==> config.mk <==
export PLATFORM = sky130hd
export DESIGN_NAME = jacobi_solver_3x3_core
export DESIGN_NICKNAME = d
export VERILOG_FILES = /design/src/hw/rtl/js3_pkg.sv /design/src/hw/rtl/js3_divider.sv /design/src/hw/rtl/jacobi_solver_3x3_core.sv
export SDC_FILE = /design/constraint.sdc
export NUM_CORES = 2
export LEC_CHECK = 0
export ABC_AREA = 1
export BUFFER_PORTS_ARGS = -buffer_cell sky130_fd_sc_hd__buf_2
export CAP_MARGIN = 20
export CORE_ASPECT_RATIO = 0.6
export CORE_MARGIN = 8
export CORE_UTILIZATION = 50
export CTS_BUF_LIST = sky130_fd_sc_hd__clkbuf_2 sky130_fd_sc_hd__clkbuf_4 sky130_fd_sc_hd__clkbuf_8
export DETAILED_ROUTE_END_ITERATION = 6
export PLACE_DENSITY = 0.67
export SLEW_MARGIN = 20
export SYNTH_ARGS = -nofsm -noshare
export SYNTH_HDL_FRONTEND = slang
export SYNTH_SLANG_ARGS = --single-unit
==> constraint.sdc <==
create_clock -name clk -period 12.5 [get_ports clk]
set_input_delay 1.875 -clock clk [delete_from_list [all_inputs] [get_ports clk]]
set_output_delay 1.875 -clock clk [all_outputs]
set_load 0.03 [all_outputs]
==> src/hw/rtl/js3_pkg.sv <==
// Shared constants and types for the 3x3 Jacobi solver.
`timescale 1ns / 1ps
package js3_pkg;
  localparam int COEF_WIDTH_DEF = 16;
  localparam int FRAC_BITS_DEF  = 16;
  localparam int VAL_WIDTH      = 32;
  localparam int REG_WIDTH      = 16;
  localparam int NUM_WIDTH      = 64;
  localparam int CNT_WIDTH      = 16;
  localparam int OUT_WIDTH      = 2;

  localparam logic [REG_WIDTH-1:0] TOL_RESET = 16'd7;
  localparam logic [REG_WIDTH-1:0] CAP_RESET = 16'd1000;

  localparam logic REG_TOLERANCE = 1'b0;
  localparam logic REG_MAX_ITER  = 1'b1;

  localparam logic [OUT_WIDTH-1:0] OUTCOME_CONVERGED = 2'd0;
  localparam logic [OUT_WIDTH-1:0] OUTCOME_CAP       = 2'd1;
  localparam logic [OUT_WIDTH-1:0] OUTCOME_ZERO_DIAG = 2'd2;

  // Handshake between the sequencer and the shared divider.
  typedef struct packed {
    logic start;
  } div_ctrl_t;

  typedef struct packed {
    logic busy;
    logic done;
  } div_stat_t;
endpackage

==> src/hw/rtl/js3_divider.sv <==
// Restoring signed 64 by COEF_WIDTH divider, one quotient bit per cycle, truncating.
`timescale 1ns / 1ps
module js3_divider #(
  parameter int COEF_WIDTH = js3_pkg::COEF_WIDTH_DEF
) (
  input  logic                               clk,
  input  logic                               rst,
  input  js3_pkg::div_ctrl_t                 ctrl,
  input  logic signed [js3_pkg::NUM_WIDTH-1:0] dividend,
  input  logic signed [COEF_WIDTH-1:0]       divisor,
  output js3_pkg::div_stat_t                 stat,
  output logic signed [js3_pkg::NUM_WIDTH-1:0] quotient
);
  import js3_pkg::*;

  localparam int STEP_WIDTH = $clog2(NUM_WIDTH + 1);

  logic                     busy;
  logic                     done;
  logic [STEP_WIDTH-1:0]    step;
  logic [NUM_WIDTH-1:0]     quo;
  logic [NUM_WIDTH:0]       rem;
  logic [COEF_WIDTH-1:0]    dmag;
  logic                     neg;
  logic [NUM_WIDTH:0]       rem_shift;
  logic [NUM_WIDTH:0]       rem_diff;
  logic [NUM_WIDTH-1:0]     nmag;

  assign nmag      = dividend[NUM_WIDTH-1] ? (~dividend + 1'b1) : dividend;
  assign rem_shift = {rem[NUM_WIDTH-1:0], quo[NUM_WIDTH-1]};
  assign rem_diff  = rem_shift - {{(NUM_WIDTH+1-COEF_WIDTH){1'b0}}, dmag};

  always_ff @(posedge clk) begin
    if (rst) begin
      busy <= 1'b0;
      done <= 1'b0;
      step <= '0;
    end else begin
      done <= 1'b0;
      if (ctrl.start && !busy) begin
        busy <= 1'b1;
        step <= STEP_WIDTH'(NUM_WIDTH);
      end else if (busy) begin
        step <= step - 1'b1;
        if (step == STEP_WIDTH'(1)) begin
          busy <= 1'b0;
          done <= 1'b1;
        end
      end
    end
  end

  always_ff @(posedge clk) begin
    if (ctrl.start && !busy) begin
      quo  <= nmag;
      rem  <= '0;
      dmag <= divisor[COEF_WIDTH-1] ? (~divisor + 1'b1) : divisor;
      neg  <= dividend[NUM_WIDTH-1] ^ divisor[COEF_WIDTH-1];
    end else if (busy) begin
      if (!rem_diff[NUM_WIDTH]) begin
        rem <= rem_diff;
        quo <= {quo[NUM_WIDTH-2:0], 1'b1};
      end else begin
        rem <= rem_shift;
        quo <= {quo[NUM_WIDTH-2:0], 1'b0};
      end
    end
  end

  assign quotient   = neg ? -$signed(quo) : $signed(quo);
  assign stat.busy  = busy;
  assign stat.done  = done;
endmodule

==> src/hw/rtl/jacobi_solver_3x3_core.sv <==
// Top level of the 3x3 Jacobi solver: sequencer, shared multiplier and divider.
//
// Usage: pulse start with the twelve coefficients while busy is low; they are
// captured in that cycle and busy rises unless a diagonal is zero. Each sweep
// works the three rows in turn through one shared multiplier and one shared
// bit-serial divider. A row forms two products, then the full numerator, then
// its quotient in the divider and then the update; a zero diagonal returns its
// beat in the cycle after the start beat. The divider takes most of each row.
// When the item finishes, done is high for one cycle with x_value, y_value,
// z_value, sweep_count and outcome; the beat cannot be held off, and the
// values stay on the ports until the next item. tolerance and max_iterations
// are written through cfg_we, cfg_index and cfg_data; the user must do so only
// while busy is low, as the block itself does not enforce it. Reset is
// synchronous: it clears the sequencer and sets tolerance to 7 and
// max_iterations to 1000.
`timescale 1ns / 1ps
module jacobi_solver_3x3_core #(
  parameter int COEF_WIDTH = js3_pkg::COEF_WIDTH_DEF,
  parameter int FRAC_BITS  = js3_pkg::FRAC_BITS_DEF
) (
  input  logic                                clk,
  input  logic                                rst,
  input  logic                                start,
  output logic                                busy,
  output logic                                done,
  input  logic                                cfg_we,
  input  logic                                cfg_index,
  input  logic [js3_pkg::REG_WIDTH-1:0]       cfg_data,
  input  logic signed [COEF_WIDTH-1:0]        row0_x_coef,
  input  logic signed [COEF_WIDTH-1:0]        row0_y_coef,
  input  logic signed [COEF_WIDTH-1:0]        row0_z_coef,
  input  logic signed [COEF_WIDTH-1:0]        row0_rhs,
  input  logic signed [COEF_WIDTH-1:0]        row1_x_coef,
  input  logic signed [COEF_WIDTH-1:0]        row1_y_coef,
  input  logic signed [COEF_WIDTH-1:0]        row1_z_coef,
  input  logic signed [COEF_WIDTH-1:0]        row1_rhs,
  input  logic signed [COEF_WIDTH-1:0]        row2_x_coef,
  input  logic signed [COEF_WIDTH-1:0]        row2_y_coef,
  input  logic signed [COEF_WIDTH-1:0]        row2_z_coef,
  input  logic signed [COEF_WIDTH-1:0]        row2_rhs,
  output logic signed [js3_pkg::VAL_WIDTH-1:0] x_value,
  output logic signed [js3_pkg::VAL_WIDTH-1:0] y_value,
  output logic signed [js3_pkg::VAL_WIDTH-1:0] z_value,
  output logic [js3_pkg::CNT_WIDTH-1:0]       sweep_count,
  output logic [js3_pkg::OUT_WIDTH-1:0]       outcome
);
  import js3_pkg::*;

  localparam logic [2:0] ST_IDLE  = 3'd0;
  localparam logic [2:0] ST_MUL_P = 3'd1;
  localparam logic [2:0] ST_MUL_Q = 3'd2;
  localparam logic [2:0] ST_DIV   = 3'd3;
  localparam logic [2:0] ST_WAIT  = 3'd4;
  localparam logic [2:0] ST_CHECK = 3'd5;

  localparam int PROD_WIDTH = COEF_WIDTH + VAL_WIDTH;
  localparam logic signed [NUM_WIDTH-1:0] NUM_MAX = {1'b0, {(NUM_WIDTH-1){1'b1}}};
  localparam logic signed [NUM_WIDTH-1:0] NUM_MIN = {1'b1, {(NUM_WIDTH-2){1'b0}}, 1'b1};
  localparam logic signed [NUM_WIDTH-1:0] VMAX =
    NUM_WIDTH'({1'b0, {(VAL_WIDTH-1){1'b1}}});
  localparam logic signed [NUM_WIDTH-1:0] VMIN = -VMAX - 1;

  logic [REG_WIDTH-1:0] tolerance;
  logic [REG_WIDTH-1:0] max_iterations;

  logic [2:0] state;
  logic [1:0] row;
  logic signed [COEF_WIDTH-1:0] coef [12];
  logic signed [VAL_WIDTH-1:0] xv, yv, zv;     // previous iterate
  logic signed [VAL_WIDTH-1:0] nv [3];         // new iterate
  logic signed [NUM_WIDTH-1:0] num;
  logic signed [PROD_WIDTH-1:0] prod;
  logic [CNT_WIDTH-1:0] count;
  logic [REG_WIDTH-1:0] cap;
  logic all_within;

  // Per-row operand selection.
  logic signed [COEF_WIDTH-1:0] c_p, c_q, c_rhs, c_diag;
  logic signed [VAL_WIDTH-1:0]  v_u, v_v;
  logic signed [COEF_WIDTH-1:0] mul_a;
  logic signed [VAL_WIDTH-1:0]  mul_b;
  logic signed [NUM_WIDTH-1:0]  prod_ext;
  logic signed [NUM_WIDTH:0]    diff;
  logic signed [NUM_WIDTH-1:0]  sat_diff;
  logic signed [NUM_WIDTH-1:0]  quo;
  logic signed [VAL_WIDTH-1:0]  quo_sat;
  logic signed [VAL_WIDTH:0]    delta;
  logic [VAL_WIDTH:0]           delta_abs;
  logic signed [VAL_WIDTH-1:0]  old_v;

  div_ctrl_t div_ctrl;
  div_stat_t div_stat;

  always_comb begin
    case (row)
      2'd0: begin
        c_p = coef[1]; c_q = coef[2]; c_rhs = coef[3]; c_diag = coef[0];
        v_u = yv; v_v = zv; old_v = xv;
      end
      2'd1: begin
        c_p = coef[4]; c_q = coef[6]; c_rhs = coef[7]; c_diag = coef[5];
        v_u = xv; v_v = zv; old_v = yv;
      end
      default: begin
        c_p = coef[8]; c_q = coef[9]; c_rhs = coef[11]; c_diag = coef[10];
        v_u = xv; v_v = yv; old_v = zv;
      end
    endcase
  end

  assign mul_a    = (state == ST_MUL_P) ? c_p : c_q;
  assign mul_b    = (state == ST_MUL_P) ? v_u : v_v;
  assign prod_ext = NUM_WIDTH'(prod);
  assign diff     = {num[NUM_WIDTH-1], num} - {prod_ext[NUM_WIDTH-1], prod_ext};

  always_comb begin
    if (diff > $signed({NUM_MAX[NUM_WIDTH-1], NUM_MAX}))
      sat_diff = NUM_MAX;
    else if (diff < $signed({NUM_MIN[NUM_WIDTH-1], NUM_MIN}))
      sat_diff = NUM_MIN;
    else
      sat_diff = diff[NUM_WIDTH-1:0];
  end

  always_comb begin
    if (quo > VMAX)      quo_sat = VMAX[VAL_WIDTH-1:0];
    else if (quo < VMIN) quo_sat = VMIN[VAL_WIDTH-1:0];
    else                 quo_sat = quo[VAL_WIDTH-1:0];
  end

  assign delta     = {nv[row][VAL_WIDTH-1], nv[row]} - {old_v[VAL_WIDTH-1], old_v};
  assign delta_abs = delta[VAL_WIDTH] ? (~delta + 1'b1) : delta;

  // The division starts once the full numerator is in num, and not again
  // in the cycle that brings its quotient.
  assign div_ctrl.start = (state == ST_WAIT) && !div_stat.busy && !div_stat.done;

  js3_divider #(.COEF_WIDTH(COEF_WIDTH)) u_div (
    .clk      (clk),
    .rst      (rst),
    .ctrl     (div_ctrl),
    .dividend (num),
    .divisor  (c_diag),
    .stat     (div_stat),
    .quotient (quo)
  );

  always_ff @(posedge clk) begin
    if (rst) begin
      tolerance      <= TOL_RESET;
      max_iterations <= CAP_RESET;
    end else if (cfg_we) begin
      if (cfg_index == REG_TOLERANCE) tolerance <= cfg_data;
      else                            max_iterations <= cfg_data;
    end
  end

  always_ff @(posedge clk) begin
    if (rst) begin
      state <= ST_IDLE;
      busy  <= 1'b0;
      done  <= 1'b0;
    end else begin
      done <= 1'b0;
      case (state)
        ST_IDLE: begin
          if (start) begin
            coef[0] <= row0_x_coef; coef[1] <= row0_y_coef;
            coef[2] <= row0_z_coef; coef[3] <= row0_rhs;
            coef[4] <= row1_x_coef; coef[5] <= row1_y_coef;
            coef[6] <= row1_z_coef; coef[7] <= row1_rhs;
            coef[8] <= row2_x_coef; coef[9] <= row2_y_coef;
            coef[10] <= row2_z_coef; coef[11] <= row2_rhs;
            xv <= '0; yv <= '0; zv <= '0;
            count <= '0;
            row <= 2'd0;
            cap <= (max_iterations == '0) ? REG_WIDTH'(1) : max_iterations;
            all_within <= 1'b1;
            if (row0_x_coef == '0 || row1_y_coef == '0 || row2_z_coef == '0) begin
              x_value <= '0; y_value <= '0; z_value <= '0;
              sweep_count <= '0;
              outcome <= OUTCOME_ZERO_DIAG;
              done <= 1'b1;
            end else begin
              busy  <= 1'b1;
              state <= ST_MUL_P;
            end
          end
        end
        ST_MUL_P: begin
          prod  <= mul_a * mul_b;
          num   <= NUM_WIDTH'(c_rhs) <<< FRAC_BITS;
          state <= ST_MUL_Q;
        end
        ST_MUL_Q: begin
          num   <= sat_diff;
          prod  <= mul_a * mul_b;
          state <= ST_DIV;
        end
        ST_DIV: begin
          num   <= sat_diff;
          state <= ST_WAIT;
        end
        ST_WAIT: begin
          if (div_stat.done) begin
            nv[row] <= quo_sat;
            state   <= ST_CHECK;
          end
        end
        ST_CHECK: begin
          if (delta_abs > (VAL_WIDTH+1)'(tolerance)) all_within <= 1'b0;
          if (row != 2'd2) begin
            row   <= row + 1'b1;
            state <= ST_MUL_P;
          end else begin
            xv <= nv[0]; yv <= nv[1]; zv <= nv[2];
            count <= count + 1'b1;
            row <= 2'd0;
            all_within <= 1'b1;
            if ((all_within && delta_abs <= (VAL_WIDTH+1)'(tolerance))
                || (count + 1'b1) >= cap) begin
              x_value <= nv[0]; y_value <= nv[1]; z_value <= nv[2];
              sweep_count <= count + 1'b1;
              outcome <= (all_within && delta_abs <= (VAL_WIDTH+1)'(tolerance))
                         ? OUTCOME_CONVERGED : OUTCOME_CAP;
              done  <= 1'b1;
              busy  <= 1'b0;
              state <= ST_IDLE;
            end else begin
              state <= ST_MUL_P;
            end
          end
        end
        default: state <= ST_IDLE;
      endcase
    end
  end
endmodule
==> metrics.cfg <==
[place]
placed_cells=9868
dp_hpwl_um=189000
io_buffers=328
finalWeightedCongestion=1.02

[detailed_routing]
viasPerCell=5.61
route.vias.total=56800
drt_iter0_markers=7555
drc=0
wirelength_um=237000
dr.pass1.iters=6
wl_per_cell_um=23.4
ant_nets=0

[synthesis]
synth_top_family_by_area=adder cells
synthSimpleGateAreaFrac=0.195
synth_fa_ha_area_frac=0.197
synth-compound-area-share=0.0976
synthesis.area_sq_mm=0.0666
synth-edff-count=758
synth-async-reset-ratio=0
synthTopCellsByArea=edfxtp_1 34%, fa_1 15%, nand2_1 8.9%, inv_1 8.2%, nor2_1 5.5%
synth_top_area_frac=0.342
synthMuxAreaShare=0.000902
ys_ff_latch=870
netlist_top_cells_count=1,581 x nand2_1, 1,447 x inv_1, 976 x nor2_1
syn_nets=8892
syn_inst=7925
ys.flop_type=edfxtp_1
yosysSeqAreaShare=0.376
yosysMostFrequentCell=nand2_1
yosys.area.top_type=edfxtp_1
synth_warnings=0
synth_xor_area_frac=0.0351
avgSynthCellArea_sq_um=8.40
synth.distinct_cells=60

[setup_path]
critPathRequiredTime_ps=13120
reg2reg_slack_ps=2620
slowest_stage=clkinv_1
cp_max_fo=68
end_kind=flop
crit_family=adder cells
crit_arrival_ps=10500
max_stage_delay_ps=870
path_buf_inv=7
path_class=flop to flop
start_kind=flop
crit_path_frequent_cell=fa_1

[timing]
rsz0062_at_grt=false
setup_viol=0
tightestPinTransition_ps=1170
period_needed_ps=9880
fin_crit_sh=0.791
clock_skew_ps=43.7
fin_hold_ws_ps=466
setup_tns_ps=0
hold_viol_final=0
drv_slew=0
relSlewSlack=0.222
max_freq_ghz=0.101

[layout]
finish.utilization=0.556
area_growth_pct=10.1
drive_gt1_frac=0.0916
ff_latch_area_sq_mm=0.0250
final_nets=9194
layout.cells.non_filler=10100
fill_cells=12200
multiInputGateArea_sq_mm=0.0351

[floorplanning]
fp.coreArea_sq_mm=0.132
fp.dieW_um=487
placementRows=103
start_util=0.505
die_h_um=299
ios=329
die_area_sq_mm=0.145

[clock_tree]
htreeDepth=4
clk_pin_slew_worst_paths_ps=70
cts_hold_buf=0
cts_tree=built
clock_path_buffers=3
clkSinkCount=870
clock_latency_ps=890
cts_root_buffer=clkbuf_8
cts_buffers=142
cts_setup_buffers=0
cts_resized=0

[grt]
grt_antenna_before_repair=10
grt_pass1_wl_um=347000
grt_max_degree=135
grt_pass1_vias=53200
track_usage=0.318
overflow=0

[status]
status=complete, no violations

[hold_path]
hp-class=flop to flop

[job]
cap_viol_max_count=0

-- sequential cells by signal (all words and copies together), names as in the netlist, 48 cells and up, named ones only --
name and flops:
prod 48, u_div.rem 64, num 64, u_div.quo 64
coef 192, nv 128
-- stage by stage --
step | cell area (sq um) | setup WS, ps
6_report | 73300 | 2620
5_1_grt | 73300 | 2120
4_1_cts | 73300 | 2970
3_5_place_dp | 70200 | 2980
3_3_place_gp | 70200 | 3050
2_1_floorplan | 66600 | 1360
-- layout make-up --
cell class	instances	share of cell area
inverters	1475	0.0756
clock inverters	68	0.00964
well taps	1785	0.0305
flip-flops and latches	870	0.341
diodes	7	0.000239
clock buffers	191	0.0321
repair buffers	413	0.0318
multi-input cells	5325	0.479
-- path summary, 6_finish.rpt --
path,startpoint,to,depth (start not counted)
worst min-delay path,tolerance[10],tolerance[10],2
worst max-delay path,row[1],prod[40],29
worst max register to register,row[1],prod[40],29
worst min register to register,tolerance[10],tolerance[10],2
-- placed cells by master (no fill, tap or decap), drive strengths merged, types with 188 or more instances in the layout --
cell	n
a21oi	378
fa	489
o21ai	486
nand3	259
clkbuf	191
edfxtp	758
ha	265
xor2	188
nand2	1596
inv	1470
buf	413
nor2	996
-- logic make-up (layout without fill, tap and decap cells) --
family / Yosys count / count (layout)
AND/OR/NAND/NOR: 3146 / 3146
buffers and inverters: 1730 / 2147
AO/OA/AOI/OAI: 1152 / 1152
flip-flops: 870 / 870
adder cells (fa/ha/maj): 754 / 754
XOR/XNOR: 267 / 267
multiplexers: 6 / 6
other: 0 / 7
-- routing by layer --
metal | GRT usage | vias to the layer above | wire (um)
met2 | 0.398 | 3270 | 87400
met3 | 0.135 | 323 | 37100
met4 | 0.0746 | 8 | 5170
met1 | 0.494 | 27200 | 108000
li1 | - | 26000 | -
met5 | 0 | - | 59
-- worst min-delay path, cell delays in order (launching register included) --
cell	delay (ps)
dfxtp_1	290
inv_1	70
a21oi_1	60
Power is left out: the tool's default activity adds up to more than one toggle a clock period on the data nets, which glitch-free logic cannot reach.
